[config.mk]
export PLATFORM = sky130hd
export DESIGN_NAME = gait_phase_tracker
export DESIGN_NICKNAME = d
export VERILOG_FILES = /design/src/rtl/gpt_pkg.sv /design/src/rtl/gpt_div.sv /design/src/rtl/gait_phase_tracker.sv
export VERILOG_INCLUDE_DIRS = /design/src /design/src/rtl
export SDC_FILE = /design/constraint.sdc
export NUM_CORES = 2
export LEC_CHECK = 0
export BUFFER_PORTS_ARGS = -buffer_cell sky130_fd_sc_hd__clkbuf_2
export CORE_AREA = 2 2 417 419
export CTS_CLUSTER_DIAMETER = 120
export CTS_CLUSTER_SIZE = 16
export DETAILED_ROUTE_END_ITERATION = 16
export DIE_AREA = 0 0 419 421
export GPL_TIMING_DRIVEN = 0
export PLACE_DENSITY = 0.69
export SYNTH_ARGS = -nofsm -noshare
export SYNTH_HDL_FRONTEND = slang
export SYNTH_SLANG_ARGS = --single-unit
export TNS_END_PERCENT = 30
[constraint.sdc]
create_clock -name clk -period 23.1 [get_ports clk]
set_input_delay 6.93 -clock clk [delete_from_list [all_inputs] [get_ports clk]]
set_output_delay 6.93 -clock clk [all_outputs]
set_load 0.03 [all_outputs]
[src/rtl/gait_phase_tracker_macros.svh]
// gait_phase_tracker_macros.svh: assertion macros for the gait phase tracker
// expects clk and arst_n in the scope that uses them
`ifndef GAIT_PHASE_TRACKER_MACROS_SVH
`define GAIT_PHASE_TRACKER_MACROS_SVH

// same-cycle implication
`define GPT_ASSERT_IMP(lbl, ant, con, msg) \
	lbl: assert property (@(posedge clk) disable iff (!arst_n) (ant) |-> (con)) else $error(msg);

// next-cycle implication
`define GPT_ASSERT_NXT(lbl, ant, con, msg) \
	lbl: assert property (@(posedge clk) disable iff (!arst_n) (ant) |=> (con)) else $error(msg);

`endif

[src/rtl/gpt_pkg.sv]
// gpt_pkg: constants and types shared by the gait phase tracker
// no dependencies
package gpt_pkg;

	localparam int LEG_COUNT_DEF  = 4;
	localparam int PHASE_BINS_DEF = 8;
	localparam int PORT_LEGS      = 4;

	localparam logic [16:0] Q16_ONE      = 17'd65536;
	localparam logic [16:0] SPAN_FLOOR   = 17'd20;
	localparam logic [19:0] ERR_MAX      = 20'hFFFFF;
	localparam logic [19:0] PERIOD_FLOOR = 20'd256;

	localparam logic [16:0] LEVEL_ALPHA_RST    = 17'd655;
	localparam logic [16:0] PLANT_FRACTION_RST = 17'd16384;
	localparam logic [16:0] LIFT_FRACTION_RST  = 17'd32768;
	localparam logic [16:0] PERIOD_ALPHA_RST   = 17'd3277;
	localparam logic [16:0] ERROR_ALPHA_RST    = 17'd3277;
	localparam logic [11:0] MIN_PERIOD_RST     = 12'd10;
	localparam logic [11:0] MAX_PERIOD_RST     = 12'd180;

	localparam logic [2:0] REG_LEVEL_ALPHA    = 3'd0;
	localparam logic [2:0] REG_PLANT_FRACTION = 3'd1;
	localparam logic [2:0] REG_LIFT_FRACTION  = 3'd2;
	localparam logic [2:0] REG_PERIOD_ALPHA   = 3'd3;
	localparam logic [2:0] REG_ERROR_ALPHA    = 3'd4;
	localparam logic [2:0] REG_MIN_PERIOD     = 3'd5;
	localparam logic [2:0] REG_MAX_PERIOD     = 3'd6;

	localparam int DIV_NW = 40;
	localparam int DIV_DW = 20;
	localparam int DIV_CW = $clog2(DIV_NW + 1);

	typedef struct packed {
		logic              start;
		logic [DIV_NW-1:0] num;
		logic [DIV_DW-1:0] den;
	} div_req_t;

	typedef struct packed {
		logic              busy;
		logic              done;
		logic [DIV_NW-1:0] quo;
		logic [DIV_DW-1:0] rem;
	} div_rsp_t;

endpackage

[src/rtl/gpt_div.sv]
// gpt_div: restoring divider, one quotient bit per cycle
// depends on gpt_pkg
module gpt_div (
	input  logic              clk,
	input  logic              arst_n,
	input  gpt_pkg::div_req_t req,
	output gpt_pkg::div_rsp_t rsp
);

	logic [gpt_pkg::DIV_CW-1:0] cnt_q;
	logic                       busy_q;
	logic                       done_q;
	logic [gpt_pkg::DIV_DW-1:0] den_q;
	logic [gpt_pkg::DIV_DW-1:0] rem_q;
	logic [gpt_pkg::DIV_NW-1:0] quo_q;
	logic [gpt_pkg::DIV_DW:0]   trial;
	logic                       ge;

	assign trial = {rem_q, quo_q[gpt_pkg::DIV_NW-1]};
	assign ge    = trial >= {1'b0, den_q};

	always_ff @(posedge clk or negedge arst_n) begin
		if (!arst_n) begin
			cnt_q  <= '0;
			busy_q <= 1'b0;
			done_q <= 1'b0;
		end else begin
			done_q <= 1'b0;
			if (req.start) begin
				cnt_q  <= gpt_pkg::DIV_CW'(gpt_pkg::DIV_NW);
				busy_q <= 1'b1;
			end else if (busy_q) begin
				cnt_q <= cnt_q - 1'b1;
				if (cnt_q == gpt_pkg::DIV_CW'(1)) begin
					busy_q <= 1'b0;
					done_q <= 1'b1;
				end
			end
		end
	end

	always_ff @(posedge clk) begin
		if (req.start) begin
			den_q <= req.den;
			quo_q <= req.num;
			rem_q <= '0;
		end else if (busy_q) begin
			rem_q <= ge ? gpt_pkg::DIV_DW'(trial - {1'b0, den_q})
			            : trial[gpt_pkg::DIV_DW-1:0];
			quo_q <= {quo_q[gpt_pkg::DIV_NW-2:0], ge};
		end
	end

	assign rsp.busy = busy_q;
	assign rsp.done = done_q;
	assign rsp.quo  = quo_q;
	assign rsp.rem  = rem_q;

endmodule

[src/rtl/gait_phase_tracker.sv]
// gait_phase_tracker: per-leg touchdown, period and phase tracking
// depends on gpt_pkg, gpt_div and gait_phase_tracker_macros.svh
// legs run one after another; a repeat touchdown adds period and error updates and a
// confidence division, and two divisions give the phase bin once a period exists
// no new item is taken until the result is loaded into the output register
// reset clears all leg state and loads the register defaults at once
module gait_phase_tracker #(
	parameter int LEG_COUNT  = gpt_pkg::LEG_COUNT_DEF,
	parameter int PHASE_BINS = gpt_pkg::PHASE_BINS_DEF
) (
	input  logic        clk,
	input  logic        arst_n,
	input  logic        s_tvalid,
	output logic        s_tready,
	// tick, foot_y_0, foot_y_1, foot_y_2, foot_y_3
	input  logic [95:0] s_tdata,
	output logic        m_tvalid,
	input  logic        m_tready,
	// planted_mask, touchdown_mask, phase_bin_0..3, confidence_0..3
	output logic [87:0] m_tdata,
	input  logic        cfg_we,
	input  logic [2:0]  cfg_index,
	input  logic [16:0] cfg_data
);

	localparam int NLEG = (LEG_COUNT < gpt_pkg::PORT_LEGS) ? LEG_COUNT : gpt_pkg::PORT_LEGS;
	localparam int LW   = (NLEG > 1) ? $clog2(NLEG) : 1;

	typedef enum logic [3:0] {
		ST_IDLE, ST_LEVEL, ST_LEVEL_UPD, ST_PLANT, ST_LIFT, ST_DECIDE,
		ST_PER, ST_PER_UPD, ST_ERR, ST_ERR_UPD, ST_PRED, ST_CONF,
		ST_PHASE, ST_MOD, ST_BIN, ST_OUT
	} state_t;

	state_t state_q;

	logic [16:0] level_alpha_q, plant_fraction_q, lift_fraction_q;
	logic [16:0] period_alpha_q, error_alpha_q;
	logic [11:0] min_period_q, max_period_q;
	logic [16:0] cfg_sat;

	logic        seeded_q  [NLEG];
	logic        planted_q [NLEG];
	logic [15:0] low_q     [NLEG];
	logic [15:0] high_q    [NLEG];
	logic        seen_q    [NLEG];
	logic [31:0] last_q    [NLEG];
	logic        pv_q      [NLEG];
	logic [31:0] pred_q    [NLEG];
	logic [19:0] per_q     [NLEG];
	logic [19:0] err_q     [NLEG];
	logic [16:0] conf_q    [NLEG];

	logic [31:0] tick_q;
	logic [15:0] foot_q [gpt_pkg::PORT_LEGS];
	logic [1:0]  leg_q;
	logic [2:0]  bin_q  [gpt_pkg::PORT_LEGS];
	logic [3:0]  tmask_q;
	logic signed [17:0] plant_thr_q;
	logic [19:0] obs_q;
	logic [19:0] errv_q;
	logic signed [39:0] prod_q;
	logic        m_tvalid_q;
	logic [87:0] m_tdata_q;

	gpt_pkg::div_req_t div_req_q;
	gpt_pkg::div_rsp_t div_rsp;

	logic [LW-1:0]      li;
	logic [15:0]        y;
	logic signed [17:0] y18;
	logic signed [16:0] span_raw;
	logic [16:0]        span;
	logic signed [39:0] rnd;
	logic signed [17:0] thr;
	logic [16:0]        mul_a;
	logic signed [21:0] mul_b;
	logic [31:0]        dlast;
	logic [31:0]        dpred;
	logic [11:0]        lo_p, hi_p, iv;
	logic [19:0]        errv;
	logic [19:0]        per_floor;
	logic               last_leg;
	logic [3:0]         pmask;
	logic [87:0]        out_word;

	assign cfg_sat = (cfg_data > gpt_pkg::Q16_ONE) ? gpt_pkg::Q16_ONE : cfg_data;

	always_ff @(posedge clk or negedge arst_n) begin
		if (!arst_n) begin
			level_alpha_q    <= gpt_pkg::LEVEL_ALPHA_RST;
			plant_fraction_q <= gpt_pkg::PLANT_FRACTION_RST;
			lift_fraction_q  <= gpt_pkg::LIFT_FRACTION_RST;
			period_alpha_q   <= gpt_pkg::PERIOD_ALPHA_RST;
			error_alpha_q    <= gpt_pkg::ERROR_ALPHA_RST;
			min_period_q     <= gpt_pkg::MIN_PERIOD_RST;
			max_period_q     <= gpt_pkg::MAX_PERIOD_RST;
		end else if (cfg_we) begin
			case (cfg_index)
				gpt_pkg::REG_LEVEL_ALPHA:    level_alpha_q    <= cfg_sat;
				gpt_pkg::REG_PLANT_FRACTION: plant_fraction_q <= cfg_sat;
				gpt_pkg::REG_LIFT_FRACTION:  lift_fraction_q  <= cfg_sat;
				gpt_pkg::REG_PERIOD_ALPHA:   period_alpha_q   <= cfg_sat;
				gpt_pkg::REG_ERROR_ALPHA:    error_alpha_q    <= cfg_sat;
				gpt_pkg::REG_MIN_PERIOD:     min_period_q     <= cfg_data[11:0];
				gpt_pkg::REG_MAX_PERIOD:     max_period_q     <= cfg_data[11:0];
				default: ;
			endcase
		end
	end

	always_comb begin
		li        = leg_q[LW-1:0];
		y         = foot_q[leg_q];
		y18       = {{2{y[15]}}, y};
		span_raw  = $signed({high_q[li][15], high_q[li]}) - $signed({low_q[li][15], low_q[li]});
		span      = (span_raw < $signed(gpt_pkg::SPAN_FLOOR)) ? gpt_pkg::SPAN_FLOOR
		                                                      : span_raw;
		rnd       = (prod_q + 40'sd32768) >>> 16;
		thr       = $signed({{2{low_q[li][15]}}, low_q[li]}) + $signed({1'b0, prod_q[32:16]});
		dlast     = tick_q - last_q[li];
		dpred     = tick_q - pred_q[li];
		if (dpred[31])
			dpred = 32'd0 - dpred;
		errv      = (|dpred[31:12]) ? gpt_pkg::ERR_MAX : {dpred[11:0], 8'd0};
		lo_p      = (min_period_q == 12'd0) ? 12'd1 : min_period_q;
		hi_p      = (max_period_q < 12'd2) ? 12'd2 : max_period_q;
		iv        = (dlast < {20'd0, lo_p}) ? lo_p : dlast[11:0];
		if ((dlast >= {20'd0, lo_p}) && (|dlast[31:12] || dlast[11:0] > hi_p))
			iv = hi_p;
		if (iv > hi_p)
			iv = hi_p;
		per_floor = (per_q[li] < gpt_pkg::PERIOD_FLOOR) ? gpt_pkg::PERIOD_FLOOR : per_q[li];
		last_leg  = (leg_q == 2'(NLEG - 1));
		mul_a     = level_alpha_q;
		mul_b     = 22'(y18 - $signed(planted_q[li] ? {{2{low_q[li][15]}}, low_q[li]}
		                                            : {{2{high_q[li][15]}}, high_q[li]}));
		case (state_q)
			ST_PLANT: begin
				mul_a = plant_fraction_q;
				mul_b = $signed({5'd0, span});
			end
			ST_LIFT: begin
				mul_a = lift_fraction_q;
				mul_b = $signed({5'd0, span});
			end
			ST_PER: begin
				mul_a = period_alpha_q;
				mul_b = $signed({2'd0, obs_q}) - $signed({2'd0, per_q[li]});
			end
			ST_ERR: begin
				mul_a = error_alpha_q;
				mul_b = $signed({2'd0, errv_q}) - $signed({2'd0, err_q[li]});
			end
			default: ;
		endcase
	end

	always_comb begin
		pmask = '0;
		out_word = '0;
		for (int i = 0; i < gpt_pkg::PORT_LEGS; i++) begin
			if (i < NLEG) begin
				pmask[i] = planted_q[LW'(i)];
				out_word[20 + 17*i +: 17] = conf_q[LW'(i)];
			end
			out_word[8 + 3*i +: 3] = bin_q[i];
		end
		out_word[3:0] = pmask;
		out_word[7:4] = tmask_q;
	end

	always_ff @(posedge clk or negedge arst_n) begin
		if (!arst_n) begin
			state_q     <= ST_IDLE;
			leg_q       <= '0;
			tmask_q     <= '0;
			m_tvalid_q  <= 1'b0;
			m_tdata_q   <= '0;
			div_req_q   <= '0;
			tick_q      <= '0;
			plant_thr_q <= '0;
			obs_q       <= '0;
			errv_q      <= '0;
			prod_q      <= '0;
			for (int i = 0; i < NLEG; i++) begin
				seeded_q[i]  <= 1'b0;
				planted_q[i] <= 1'b0;
				low_q[i]     <= '0;
				high_q[i]    <= '0;
				seen_q[i]    <= 1'b0;
				last_q[i]    <= '0;
				pv_q[i]      <= 1'b0;
				pred_q[i]    <= '0;
				per_q[i]     <= '0;
				err_q[i]     <= '0;
				conf_q[i]    <= '0;
			end
			for (int i = 0; i < gpt_pkg::PORT_LEGS; i++) begin
				bin_q[i]  <= '0;
				foot_q[i] <= '0;
			end
		end else begin
			div_req_q.start <= (state_q == ST_PRED)
			                || ((state_q == ST_PHASE) && seen_q[li] && (per_q[li] != 20'd0))
			                || ((state_q == ST_MOD) && div_rsp.done);
			if (m_tvalid_q && m_tready && (state_q != ST_OUT))
				m_tvalid_q <= 1'b0;
			case (state_q)
				ST_IDLE: begin
					if (s_tvalid) begin
						tick_q    <= s_tdata[31:0];
						foot_q[0] <= s_tdata[47:32];
						foot_q[1] <= s_tdata[63:48];
						foot_q[2] <= s_tdata[79:64];
						foot_q[3] <= s_tdata[95:80];
						leg_q     <= '0;
						tmask_q   <= '0;
						for (int i = 0; i < gpt_pkg::PORT_LEGS; i++)
							bin_q[i] <= '0;
						state_q   <= ST_LEVEL;
					end
				end
				ST_LEVEL: begin
					if (!seeded_q[li]) begin
						low_q[li]    <= y;
						high_q[li]   <= y;
						seeded_q[li] <= 1'b1;
						state_q      <= ST_PLANT;
					end else begin
						prod_q  <= $signed({1'b0, mul_a}) * mul_b;
						state_q <= ST_LEVEL_UPD;
					end
				end
				ST_LEVEL_UPD: begin
					if (planted_q[li])
						low_q[li] <= low_q[li] + rnd[15:0];
					else
						high_q[li] <= high_q[li] + rnd[15:0];
					state_q <= ST_PLANT;
				end
				ST_PLANT: begin
					prod_q  <= $signed({1'b0, mul_a}) * mul_b;
					state_q <= ST_LIFT;
				end
				ST_LIFT: begin
					plant_thr_q <= thr;
					prod_q      <= $signed({1'b0, mul_a}) * mul_b;
					state_q     <= ST_DECIDE;
				end
				ST_DECIDE: begin
					state_q <= ST_PHASE;
					if (!planted_q[li] && (y18 <= plant_thr_q)) begin
						planted_q[li]  <= 1'b1;
						tmask_q[leg_q] <= 1'b1;
						if (!seen_q[li]) begin
							seen_q[li] <= 1'b1;
							last_q[li] <= tick_q;
							pv_q[li]   <= 1'b0;
						end else begin
							obs_q   <= {iv, 8'd0};
							errv_q  <= pv_q[li] ? errv : {1'b0, iv, 7'd0};
							state_q <= ST_PER;
						end
					end else if (planted_q[li] && (y18 >= thr)) begin
						planted_q[li] <= 1'b0;
					end
				end
				ST_PER: begin
					if (per_q[li] == 20'd0) begin
						per_q[li] <= obs_q;
						state_q   <= ST_ERR;
					end else begin
						prod_q  <= $signed({1'b0, mul_a}) * mul_b;
						state_q <= ST_PER_UPD;
					end
				end
				ST_PER_UPD: begin
					per_q[li] <= per_q[li] + rnd[19:0];
					state_q   <= ST_ERR;
				end
				ST_ERR: begin
					if (err_q[li] == 20'd0) begin
						err_q[li] <= errv_q;
						state_q   <= ST_PRED;
					end else begin
						prod_q  <= $signed({1'b0, mul_a}) * mul_b;
						state_q <= ST_ERR_UPD;
					end
				end
				ST_ERR_UPD: begin
					err_q[li] <= err_q[li] + rnd[19:0];
					state_q   <= ST_PRED;
				end
				ST_PRED: begin
					last_q[li]      <= tick_q;
					pred_q[li]      <= tick_q + {20'd0, per_q[li][19:8]};
					pv_q[li]        <= 1'b1;
					div_req_q.num   <= {4'd0, err_q[li], 16'd0};
					div_req_q.den   <= per_floor;
					state_q         <= ST_CONF;
				end
				ST_CONF: begin
					if (div_rsp.done) begin
						conf_q[li] <= (|div_rsp.quo[39:16]) ? 17'd0
						                                   : gpt_pkg::Q16_ONE - div_rsp.quo[16:0];
						state_q    <= ST_PHASE;
					end
				end
				ST_PHASE: begin
					if (seen_q[li] && (per_q[li] != 20'd0)) begin
						div_req_q.num   <= {dlast, 8'd0};
						div_req_q.den   <= per_floor;
						state_q         <= ST_MOD;
					end else if (last_leg) begin
						state_q <= ST_OUT;
					end else begin
						leg_q   <= leg_q + 1'b1;
						state_q <= ST_LEVEL;
					end
				end
				ST_MOD: begin
					if (div_rsp.done) begin
						div_req_q.num   <= 40'({20'd0, div_rsp.rem} * 40'(PHASE_BINS));
						state_q         <= ST_BIN;
					end
				end
				ST_BIN: begin
					if (div_rsp.done) begin
						bin_q[leg_q] <= div_rsp.quo[2:0];
						if (last_leg) begin
							state_q <= ST_OUT;
						end else begin
							leg_q   <= leg_q + 1'b1;
							state_q <= ST_LEVEL;
						end
					end
				end
				ST_OUT: begin
					if (!m_tvalid_q || m_tready) begin
						m_tvalid_q <= 1'b1;
						m_tdata_q  <= out_word;
						state_q    <= ST_IDLE;
					end
				end
				default: state_q <= ST_IDLE;
			endcase
		end
	end

	gpt_div u_div (
		.clk    (clk),
		.arst_n (arst_n),
		.req    (div_req_q),
		.rsp    (div_rsp)
	);

	assign s_tready = (state_q == ST_IDLE);
	assign m_tvalid = m_tvalid_q;
	assign m_tdata  = m_tdata_q;

`include "gait_phase_tracker_macros.svh"

	`GPT_ASSERT_NXT(a_busy_after_accept, s_tvalid && s_tready, !s_tready, "ready after accept")
	`GPT_ASSERT_IMP(a_div_start_idle, div_req_q.start, !div_rsp.busy, "divider restarted busy")
	`GPT_ASSERT_IMP(a_td_planted, m_tvalid, (m_tdata[7:4] & ~m_tdata[3:0]) == 4'd0, "touchdown unplanted")
	`GPT_ASSERT_NXT(a_out_load, (state_q == ST_OUT) && (!m_tvalid || m_tready), m_tvalid, "item lost")

endmodule
==> impl_table.tex <==
\begin{tabular}{lr}
\hline
Metric & Value \\
\hline
\multicolumn{2}{l}{\textbf{STA}} \\
\quad Endpoints failing hold & 0 \\
\quad Final critical delay including setup and external delays & 19380 ps \\
\quad Number of setup violations in the final report & 0 \\
\quad Worst Skew & 39.2 ps \\
\quad Share of the cycle needed by the critical path after routing & 83.9\% \\
\quad Slew Viols, Final & 16 \\
\quad Post-route setup slack & between 3000 and 4000 ps \\
\quad Setup repair after global routing missed its margin & false \\
\quad Worst-Margin Slew & 1580 ps \\
\quad Aggregate negative setup slack & 0 ps \\
\quad Max Fclk & 0.0516 GHz \\
\quad Relative slew margins & -5.44\% \\
\multicolumn{2}{l}{\textbf{Floorplanning}} \\
\quad Row count & 153 \\
\quad Number of top-level pins & 211 \\
\quad Area of the die & 176000 sq um \\
\quad Die Y-Extent & 421 um \\
\quad Area of the placeable core & 172000 sq um \\
\quad Chip Width & 419 um \\
\quad Initial Utilization & between 40\% and 50\% \\
\multicolumn{2}{l}{\textbf{Power and ir drop}} \\
\quad Combinational cell fraction of total power & 15.7\% \\
\quad Proportion of power drawn by the clock network & 34.5\% \\
\quad Internal & 2.83 mW \\
\quad Worst ir drop on vdd & between 50 and 60 uV \\
\quad Leakage & about 37 nW \\
\quad Portion of total power attributed to sequential cells & 49.8\% \\
\quad Net switching fraction of the power & roughly 30\% \\
\quad Power spent charging and discharging nets & approximately 1.2 mW \\
\quad Power per standard cell area & 49.9 nW/um\^{}2 \\
\multicolumn{2}{l}{\textbf{Global route}} \\
\quad GR Util All Layers & a little over a quarter \\
\quad Largest net degree at the start of global routing & 119 \\
\quad Number of antenna violations at the first check in global routing & 12 \\
\quad Gr ovfl total & 0 \\
\quad Via count of the first global-routing pass & 58100 \\
\quad Global-route wire length before repair & between 300000 and 400000 um \\
\multicolumn{2}{l}{\textbf{Cells and area}} \\
\quad Fraction of final layout cells sized beyond drive strength 1 & 13.3\% \\
\quad Filler cell count in the final layout & about 16000 \\
\quad Fin cells & a little over 10000 \\
\quad Final nets & 8613 \\
\quad Final core area utilization & 46.5\% \\
\quad Multi-input gate area in the final layout & between 40000 and 50000 sq um \\
\quad Syn-to-layout area delta & 9.12\% \\
\quad Area taken by flip-flops and latches & 27400 sq um \\
\multicolumn{2}{l}{\textbf{Clocking}} \\
\quad Clock transition at path regs & 90 ps \\
\quad H-tree depth & 3 \\
\quad \# hold bufs at CTS & 0 \\
\quad TritonCTS clock tree & built \\
\quad Number of gates resized after CTS & 0 \\
\quad Number of clock sinks & 1085 \\
\quad Number of buffers inserted during clock tree synthesis & 79 \\
\quad Worst-skew pair later-pin latency & between 700 and 800 ps \\
\quad Post-CTS setup buffer count & 0 \\
\quad Max Root-Sink Buffers & 3 \\
\quad CTS Root Cell & clkbuf\_16 \\
\multicolumn{2}{l}{\textbf{Worst setup path}} \\
\quad Critical path capture point type & register \\
\quad Most common cell on crit path & fa\_1 \\
\quad Slowest CP cell & clkbuf\_1 \\
\quad CP startpoint kind & register \\
\quad Buffers and inverters on the worst path & 14 \\
\quad Arrival time reported for the critical path endpoint & 19990 ps \\
\quad Crit-path leading delay family & buffers and inverters \\
\quad Largest stage delay on the critical path & 1060 ps \\
\quad Worst Setup Path Type & reg -> reg \\
\quad Critical path peak fanout & 10 \\
\quad Worst EP required & roughly 24000 ps \\
\multicolumn{2}{l}{\textbf{Place}} \\
\quad Final HPWL DP & 181000 um \\
\quad Quantity of I/O buffers inserted on ports & 174 \\
\quad Placed cell count & 9977 \\
\quad Routability Congestion & 0.997 \\
\quad DP Worst Slack & approximately 3700 ps \\
\multicolumn{2}{l}{\textbf{Drt}} \\
\quad Detailed router's first-iteration violation count & 5526 \\
\quad DRC errors left & 0 \\
\quad Via count & 58700 \\
\quad Average routed wire per standard cell & around 23 um \\
\quad Routed Wire Length & about 230000 um \\
\quad Post-route ant nets & 0 \\
\quad Count of TritonRoute iterations in the first routing pass & 7 \\
\quad Drt via density & slightly below 6 \\
\multicolumn{2}{l}{\textbf{Status}} \\
\quad Violated checks & max-capacitance violations, max-slew violations \\
\quad Status & finished, violations left \\
\multicolumn{2}{l}{\textbf{Synthesis}} \\
\quad Yosys top cell area share & between 30\% and 40\% \\
\quad Multiplexer share of the synthesized area & 11.9\% \\
\quad Cells after Synth & between 7000 and 8000 \\
\quad Area fraction in compound gates after synthesis & between 10\% and 20\% \\
\quad Most area-consuming cells after synthesis & dfrtp\_1 33\%, fa\_1 9.4\%, ha\_1 7.0\% \\
\quad Synth Cell Area & 73400 sq um \\
\quad Main flop type after synthesis & dfrtp\_1 \\
\quad Number of warnings reported in the yosys synthesis log & 0 \\
\quad Post-synthesis sequential area ratio & 37.3\% \\
\quad Parity-gate share of the synthesized area counting xor and xnor cells & 3.33\% \\
\quad FFs w/ async S/R, synth & between 90\% and 100\% \\
\quad Post-synthesis simple-gate area fraction & 12.7\% \\
\quad Flip-flop and latch count after synthesis & 1085 \\
\quad Post-synth top area cell & dfrtp\_1 \\
\quad Unique cell type count in the Yosys netlist & 97 \\
\quad Avg Inst Size Synth & 9.90 sq um \\
\quad Main combinational cell family by area after synthesis & adder cells \\
\quad Area share of fa/ha/maj cells after synthesis & 16.5\% \\
\quad Number of enable flip-flop cells after synthesis & 60 \\
\multicolumn{2}{l}{\textbf{Min path}} \\
\quad Hold WC Path Type & reg -> reg \\
\multicolumn{2}{l}{\textbf{Run}} \\
\quad Number of max-cap violations & 3 \\
\hline
\end{tabular}
==> cells in the final DEF, fill, tap and decap left out, types with 28 or more instances in the layout <==
cell type  count
nor4_1        40
and3_1        49
fa_1         346
a22oi_1       49
nor3_1        97
a21boi_0      41
clkbuf_2     174
a31oi_1       39
a21oi_1      277
edfxtp_1      60
conb_1        36
nand3_1       86
nor2_1       469
buf_1         35
dfstp_2       28
o31ai_1       37
nand2b_1      74
ha_1         412
nand4_1       39
clkbuf_16     81
mux4_2       155
a211oi_1      39
xor2_1       103
clkbuf_1     321
nor2b_1       83
xnor2_1      173
buf_4         39
inv_1        691
mux2i_1       52
or3_1         32
nand2_1      962
or2_2         34
and2_1        49
o21a_1        50
dfrtp_1      977
a21o_1        78
mux2_2       422
o21ai_0      682
==> path summary, 6_finish.rpt <==
path	depth (start not counted)	startpoint	to	slack, ps
worst min-delay path	0	div_req_q[3]	u_div.den_q[3]	450
worst max register to register	57	leg_q[1]	prod_q[35]	3720
min in group asynchronous	1	arst_n	last_q[117]	6260
max in group asynchronous	5	arst_n	foot_q[21]	14320
worst min register to register	0	div_req_q[3]	u_div.den_q[3]	450
worst max-delay path	57	leg_q[1]	prod_q[35]	3720
==> per-stage QoR <==
stage	hold slack, ps	total power [mW]	cell area (sq um)
6_report	451	4.00	80100
5_1_grt	468	4.14	80100
4_1_cts	452	4.00	80100
3_5_place_dp	433	2.64	77800
3_3_place_gp	433	2.61	77400
2_1_floorplan	423	2.38	73600
==> state kept, by name (all words and copies together) (netlist names), 52 cells and up, named ones only <==
| signal | cells |
|---|---|
| m_tdata | 52 |
| pred_q | 128 |
| low_q | 64 |
| foot_q | 64 |
| err_q | 80 |
| div_req_q | 58 |
| last_q | 128 |
| high_q | 64 |
| per_q | 80 |
==> synthesized netlist by cell type (all sizes together), types with 50 or more instances <==
cell type and count:
a21o 78, a21oi 283, and2 50, buf 78
clkbuf 298, dfrtp 977, edfxtp 60, fa 346
ha 412, inv 691, mux2 422, mux2i 52
mux4 155, nand2 962, nand2b 74, nand3 86
nor2 470, nor2b 83, nor3 100, o21a 50
o21ai 695, xnor2 174, xor2 103
==> final cells by class <==
type | count | area share [%]
Buffer | 376 | 1.96
Timing Repair Buffer | 196 | 1.56
Tap cell | 2325 | 3.63
Antenna cell | 5 | 0.0156
Sequential cell | 1085 | 34.2
Clock buffer | 105 | 2.64
Clock inverter | 10 | 0.248
Multi-Input combinational cell | 5304 | 52.5
Inverter | 692 | 3.24
==> worst reg2reg max path: cells and delay by family, from the launching register on <==
family / cells / cell delay, ps
buffers and inverters: 14 / 6010
AOI/OAI and AO/OA: 20 / 5500
adders and majority gates: 10 / 4280
and+or+nand+nor: 9 / 1770
muxes: 2 / 830
xor gates and xnor gates: 2 / 440
DFF: 1 / 420
==> cells by family after synthesis <==
kind of cell | Yosys count
compound gates | 1529
buf+inv | 1068
xor+xnor | 278
mux | 629
fa+ha+maj | 758
other cells | 1
flops | 1085
simple gates | 2074
==> power groups by stage <==
stage          sequential, mW  combinational [mW]  clock [mW]
2_1_floorplan            2.02               0.365           0
3_3_place_gp             2.03               0.583           0
6_report                 1.99               0.629        1.38
3_5_place_dp             2.03               0.607           0
4_1_cts                  1.99               0.610        1.40
5_1_grt                  2.00               0.676        1.47
==> metal layers <==
layer,vias up,share of wire (%),global-route usage [%]
met5,-,0.039,0
met4,16,6.1,14.6
met3,566,8.4,5.24
met2,2544,44,40.1
met1,29600,41,35.6
li1,26000,-,-
Note: power is estimated with default switching activity, not from simulation.
